===== src/design/swtm_pkg.sv =====
// Shared types and constants for the sliding-window trimmed-mean filter.
// Used by swtm_cell, swtm_mean and sliding_window_trimmed_mean; no dependencies.
`default_nettype none

package swtm_pkg;

   localparam int WINDOW      = 16;
   localparam int SAMPLE_W    = 24;
   localparam int TRIM_COUNT  = 5;
   localparam int RANK_LO     = WINDOW / 2 - 2;
   localparam int COUNT_W     = $clog2(WINDOW + 1);

   // Five 24-bit samples need three extra bits; the magnitude one fewer.
   localparam int SUM_W       = SAMPLE_W + 3;
   localparam int MAG_W       = SUM_W - 1;

   // Reciprocal of five, exact for any unsigned operand of up to 32 bits.
   localparam int RECIP_W     = 32;
   localparam int RECIP_SHIFT = 34;
   localparam int PROD_W      = MAG_W + RECIP_W;
   localparam logic [RECIP_W-1:0] RECIP_FIVE = 32'hCCCC_CCCD;

   typedef logic signed [SAMPLE_W-1:0] sample_type;

   // Compare flags that each cell shows its neighbors.
   typedef struct packed {
      logic above_old;   // stored value is greater than the evicted sample
      logic ge_new;      // stored value is at least the incoming sample
   } link_type;

endpackage

`default_nettype wire


===== src/design/swtm_cell.sv =====
// One slot of the sorted chain plus one tap of the sample history line.
// Depends on swtm_pkg.
`default_nettype none

module swtm_cell
   import swtm_pkg::*;
(
   input  wire logic       clock,
   input  wire logic       reset,
   input  wire logic       load,
   input  wire sample_type sample,
   input  wire sample_type old_sample,
   input  wire sample_type up_val,
   input  wire link_type   up_link,
   input  wire sample_type up_hist,
   input  wire sample_type dn_val,
   input  wire link_type   dn_link,
   output sample_type      val,
   output link_type        link,
   output sample_type      hist
);

   sample_type val_ff, val_in;
   sample_type hist_ff;
   sample_type keep_val, up_keep_val;
   logic       keep_ge, up_keep_ge;

   assign link.above_old = (val_ff > old_sample);
   assign link.ge_new    = (val_ff >= sample);

   // After the evicted entry is closed up, this slot would hold keep_val.
   // The chain above and below this slot moves by at most one place.
   always_comb begin
      keep_val    = link.above_old ? val_ff : dn_val;
      keep_ge     = link.above_old ? link.ge_new : dn_link.ge_new;
      up_keep_val = up_link.above_old ? up_val : val_ff;
      up_keep_ge  = up_link.above_old ? up_link.ge_new : link.ge_new;
      if (keep_ge) begin
         val_in = keep_val;
      end else if (up_keep_ge) begin
         val_in = sample;
      end else begin
         val_in = up_keep_val;
      end
   end

   always_ff @(posedge clock) begin
      if (reset) begin
         val_ff  <= '0;
         hist_ff <= '0;
      end else if (load) begin
         val_ff  <= val_in;
         hist_ff <= up_hist;
      end
   end

   assign val  = val_ff;
   assign hist = hist_ff;

endmodule

`default_nettype wire


===== config.mk =====
export PLATFORM = sky130hd
export DESIGN_NAME = swtm_cell
export DESIGN_NICKNAME = d
export VERILOG_FILES = /design/src/design/swtm_pkg.sv /design/src/design/swtm_cell.sv
export SDC_FILE = /design/constraint.sdc
export NUM_CORES = 1
export LEC_CHECK = 0
export ABC_AREA = 1
export BUFFER_PORTS_ARGS = -buffer_cell sky130_fd_sc_hd__buf_2
export CAP_MARGIN = 5
export CORE_ASPECT_RATIO = 0.6
export CORE_MARGIN = 2
export CORE_UTILIZATION = 50
export CTS_CLUSTER_SIZE = 16
export DETAILED_ROUTE_END_ITERATION = 12
export GPL_ROUTABILITY_DRIVEN = 0
export HOLD_SLACK_MARGIN = 0.03
export PLACE_DENSITY = 0.81
export SETUP_SLACK_MARGIN = 0.5
export SLEW_MARGIN = 20
export SYNTH_ARGS = -nofsm -noshare
export SYNTH_HDL_FRONTEND = slang
export SYNTH_SLANG_ARGS = --single-unit

===== constraint.sdc =====
create_clock -name clock -period 3.1 [get_ports clock]
set_input_delay 0.31 -clock clock [delete_from_list [all_inputs] [get_ports clock]]
set_output_delay 0.31 -clock clock [all_outputs]
set_load 0.05 [all_outputs]

==> results <==
- The relative slew slack is 38.4%.
- In this run the clock root is driven by a clkbuf_16.
- Of the total synthesized cell area, the portion taken by XOR and XNOR cells is 0%.
- The power density over the cells is 842 mW/mm².
- The internal power of the cells totals 2.02 mW.
- The net count of the finished layout is 983.
- The via count of the first global-routing pass is 4,376.
- Detailed routing placed a total of 5.85 mm of wire on met2.
- The highest achievable clock rate is 0.393 GHz.
- In the routed design, unresolved DRC markers number 0.
- The floorplan row count is 25.
- The die area is 0.00867 mm².
- The number of synthesized register bits is 48.
- By area, the combinational part of the netlist is dominated by simple AND/OR/NAND/NOR gates.
- The worst setup path is launched from a flop.
- The cell type group with the largest total delay on the critical path is simple AND/OR/NAND/NOR gates.
- The most used standard cell by instance count after synthesis is nand2_1.
- In this run the number of cells on the critical path is 16.
- The tightest hold path in the finished design has a slack of 0.235 ns.
- From synthesis to final layout, the design area changed by 32.4%.
- Data arrives at the worst endpoint at 2.77 ns.
- The top flip-flop cell by instance count after synthesis is dfxtp_1.
- The number of cells produced by synthesis is 641.
- The number of vias after detailed routing is 4,858.
- The final sum of negative setup slack is 0 ns.
- The static leakage power is 3.06 nW.
- The area share of and/or/nand/nor cells after synthesis is 37.6%.
- Net switching is 54.3% of the power.
- The total global routing overflow is 0.
- The data required time at the worst endpoint is 3.33 ns.
- The fraction of registers with async set/reset is 0%.
- Sorting the synthesized cells by area gives the leading types as dfxtp_1, ha_1, nand2_1.
- The most critical setup path has its startpoint at val[21]$_SDFFE_PP0P_.
- The met1 wire length is 5.62 mm.
- The fraction of final layout cells with drive strength greater than 1 is 28.9%.
- The proportion of power drawn by the clock network is 12.7%.
- After legalization and detailed placement, the total HPWL measured 9.60 mm.
- The count of final hold-check violations is 0.
- The overall fraction of global-route tracks in use is 29.1%.
- The number of max-cap violations is 0.
- No sink is reached through more buffers than the 2 on the longest clock path.
- The CTS clock-pin slew for the worst setup and hold paths is 0.07 ns.
- Measured against the total synthesized area, the mux share comes to 0%.
- The critical path's slowest cell is dfxtp_2.
- The type of the worst min-delay path is input pin to flop.
- Synthesis produced a netlist with a net count of 816.
- The commonest cells after synthesis are nand2_1, nor2_1, inv_1, nand3_1.
- The TritonCTS clock tree is yes.
- Averaged over all synthesized cells, the footprint is 6.18 µm².
- Summed over all nets, the switching power comes to 2.40 mW.
- The count of nets left with antenna violations once routing finished came out at 0.
- Setup violations remaining at the end of the flow were counted as 0.
- The clock network latency to the later pin of the worst-skew pair is 0.29 ns.
- For this run, the register share of the synthesized area comes to 24.3%.
- The number of buffers and inverters on the critical path is 2.
- The highest metal layer carrying signal wires in the routed design is met4.
- The capturing element of the worst setup path is val[19]$_SDFFE_PP0P_.
- The signal on the critical path passes through ha_1, nand2_1, nor2_2, inv_2, a21oi_1, nor2_1, buf_4, nand4_2, nand2_1, nand2_1, nand2_4, nand2_8, nand3_2, nand2_1, nand2_1, nor2_1.
- By startpoint and endpoint, the worst setup path is classified as flop to flop.
- The depth of the worst register-to-register path is 16.
- STA classifies the critical path endpoint as a flop.
- The length of the first detailed-routing pass in iterations is 5.
- The horizontal die dimension is 119 µm.
- The number of slew-limit violations in the final report is 0.
- After detailed routing, the average wire length per cell comes to 14.4 µm.
- The maximum level of the CTS H-tree is 2.
- For the pin with the worst max-slew slack, the measured transition is 0.921 ns.
- The startpoint identified for the worst register-to-register timing path is val[21]$_SDFFE_PP0P_.
- The share of synthesized cell area in full adder, half adder and majority cells is 15.2%.
- Counting the buffers created by CTS gives 5.
- The post-detailed-routing wire length is 13.2 mm.
- The worst-case IR drop observed on VDD is 0.432 mV.
- The number of antenna violations at the first check in global routing is 0.
- The global-route wire length before repair is 20.2 mm.
- Setup repair after global routing left no endpoint under its margin.
- The height of the die is 72.9 µm.
- The count of routing violations after the opening detailed-route iteration is 291.
- The I/O pin count is 177.
- The maximum clock skew at final layout is 0.00366 ns.
- In the finished design, the share of the clock period the worst path needs comes to 82.0%.
- The number of clock sinks is 48.
- The placeable core region is 0.00779 mm².
- The via density per instance is 5.30.
- The worst path in the final design needs a cycle of 2.54 ns, including I/O delays and setup.
- Sequential cells account for 21.3% of the total power.
- Combinational logic burns 66.0% of the power.
- The area share of the leading cell type in the synthesized netlist is 24.3%.
- The run finished with clean final reports.
- Yosys mapped a number of flops with a built-in enable equal to 0.
- The initial utilization of the core area, before any placement, comes to 50.8%.
- Of all cell types, the one taking the most synthesized area is dfxtp_1.
- The number of buffers inserted by port buffering is 175.
- The largest single stage delay on the critical path is 0.34 ns.
- The cell occurring most often along the worst timing path is nand2_1.
- The maximum fanout encountered on the critical timing path is 7.
- The setup slack of the most critical reg-to-reg path is 0.56 ns.
- The largest net degree at the start of global routing is 49.
- The endpoint identified for the worst register-to-register timing path is val[19]$_SDFFE_PP0P_.
- Summing every instance area after synthesis gives 0.00396 mm².
- The total length of routed met3 wires is 1.49 mm.
- The number of warnings printed during yosys synthesis is 0.
- The number of antenna cells inserted is 0.
- In this run, distinct cell masters in the synthesized netlist total 26.
- The compound-gate portion of the synthesized area is 10.1%.
worst min-delay path, stage by stage:
cell and delay (ns):
buf_2 0.07, nor2_1 0.03, nor2_1 0.08
how the worst min path moves through the flow:
stage | start | to | cells past startpoint
after global placement | hist[20]$_SDFFE_PP0P_ | hist[20]$_SDFFE_PP0P_ | 2
final | up_hist[2] | hist[2]$_SDFFE_PP0P_ | 3
after global routing | up_hist[4] | hist[4]$_SDFFE_PP0P_ | 3
after detailed placement | hist[13]$_SDFFE_PP0P_ | hist[13]$_SDFFE_PP0P_ | 2
after floorplan | up_hist[0] | hist[0]$_SDFFE_PP0P_ | 2
after CTS | up_hist[20] | hist[20]$_SDFFE_PP0P_ | 3
kinds of logic after synthesis:
logic type	count (synthesis)
buf+inv	129
flops	48
fa+ha+maj	48
simple gates	342
compound gates	74
through the flow:
stage	utilization, %	instance area, µm²	cells	worst slack, ns	total power [mW]
floorplan	-	3980	641	0.502	2.88
global placement	63.0	4910	900	0.420	3.44
detailed placement	63.0	4910	900	0.329	3.54
CTS	65.2	5080	909	0.519	4.14
global route	67.3	5240	917	0.425	4.73
finish	67.3	5240	917	0.557	4.41
timing repair:
| action | 4_1_cts | 5_1_grt |
|---|---|---|
| setup endpoints to repair | 24 | 25 |
| setup buffers | 0 | 7 |
| hold buffers | 0 | 0 |
| cloned | 1 | 1 |
| pin swaps | 1 | 9 |
| gates resized for setup | 2 | 24 |
registers in the layout, summed over array words and instances (netlist names):
| signal | flops |
|---|---|
| val | 24 |
| hist | 24 |
routing by layer:
| metal | track usage (%) | vias up |
|---|---|---|
| met5 | 0 | - |
| met4 | 8.20 | 0 |
| met3 | 6.56 | 27 |
| met2 | 49.0 | 278 |
| met1 | 37.9 | 2158 |
| li1 | - | 2395 |
cells in the final DEF (no fill, tap or decap), types with 2 or more instances in the layout:
cell type   Yosys  final
a21boi_0        4      4
a21o_1          4      4
a21oi_1        39     39
buf_2           9    173
buf_4           0     12
buf_6           2      4
clkbuf_16       0      5
clkinvlp_4      0      2
dfxtp_1        48     34
dfxtp_2         0     14
ha_1           48     47
inv_1          96     95
inv_2           1      2
nand2_1       126    125
nand2_8         0      3
nand3_1        68     68
nand3_4         1      3
nand4_1        26     26
nor2_1        110    106
nor2_2          1      4
o21ai_0        25     25
or2_2           2      2
final cells by class:
type                       instances  area, µm²
clock inverter                     3       23.8
multi-input combinational        466       2610
clock buffer                       5        125
sequential                        48        978
timing repair buffer             190       1010
fill                             690       2550
tap                              108        135
inverter                          97        364
power by group through the flow:
stage	clock, mW	sequential (mW)	combinational [mW]
after floorplan	0	1.40	1.47
after global placement	0	0.934	2.51
after detailed placement	0	0.943	2.59
after CTS	0.569	0.930	2.64
after global routing	0.595	0.960	3.18
final	0.562	0.939	2.91
No activity file was read; power rests on OpenSTA's default activity.
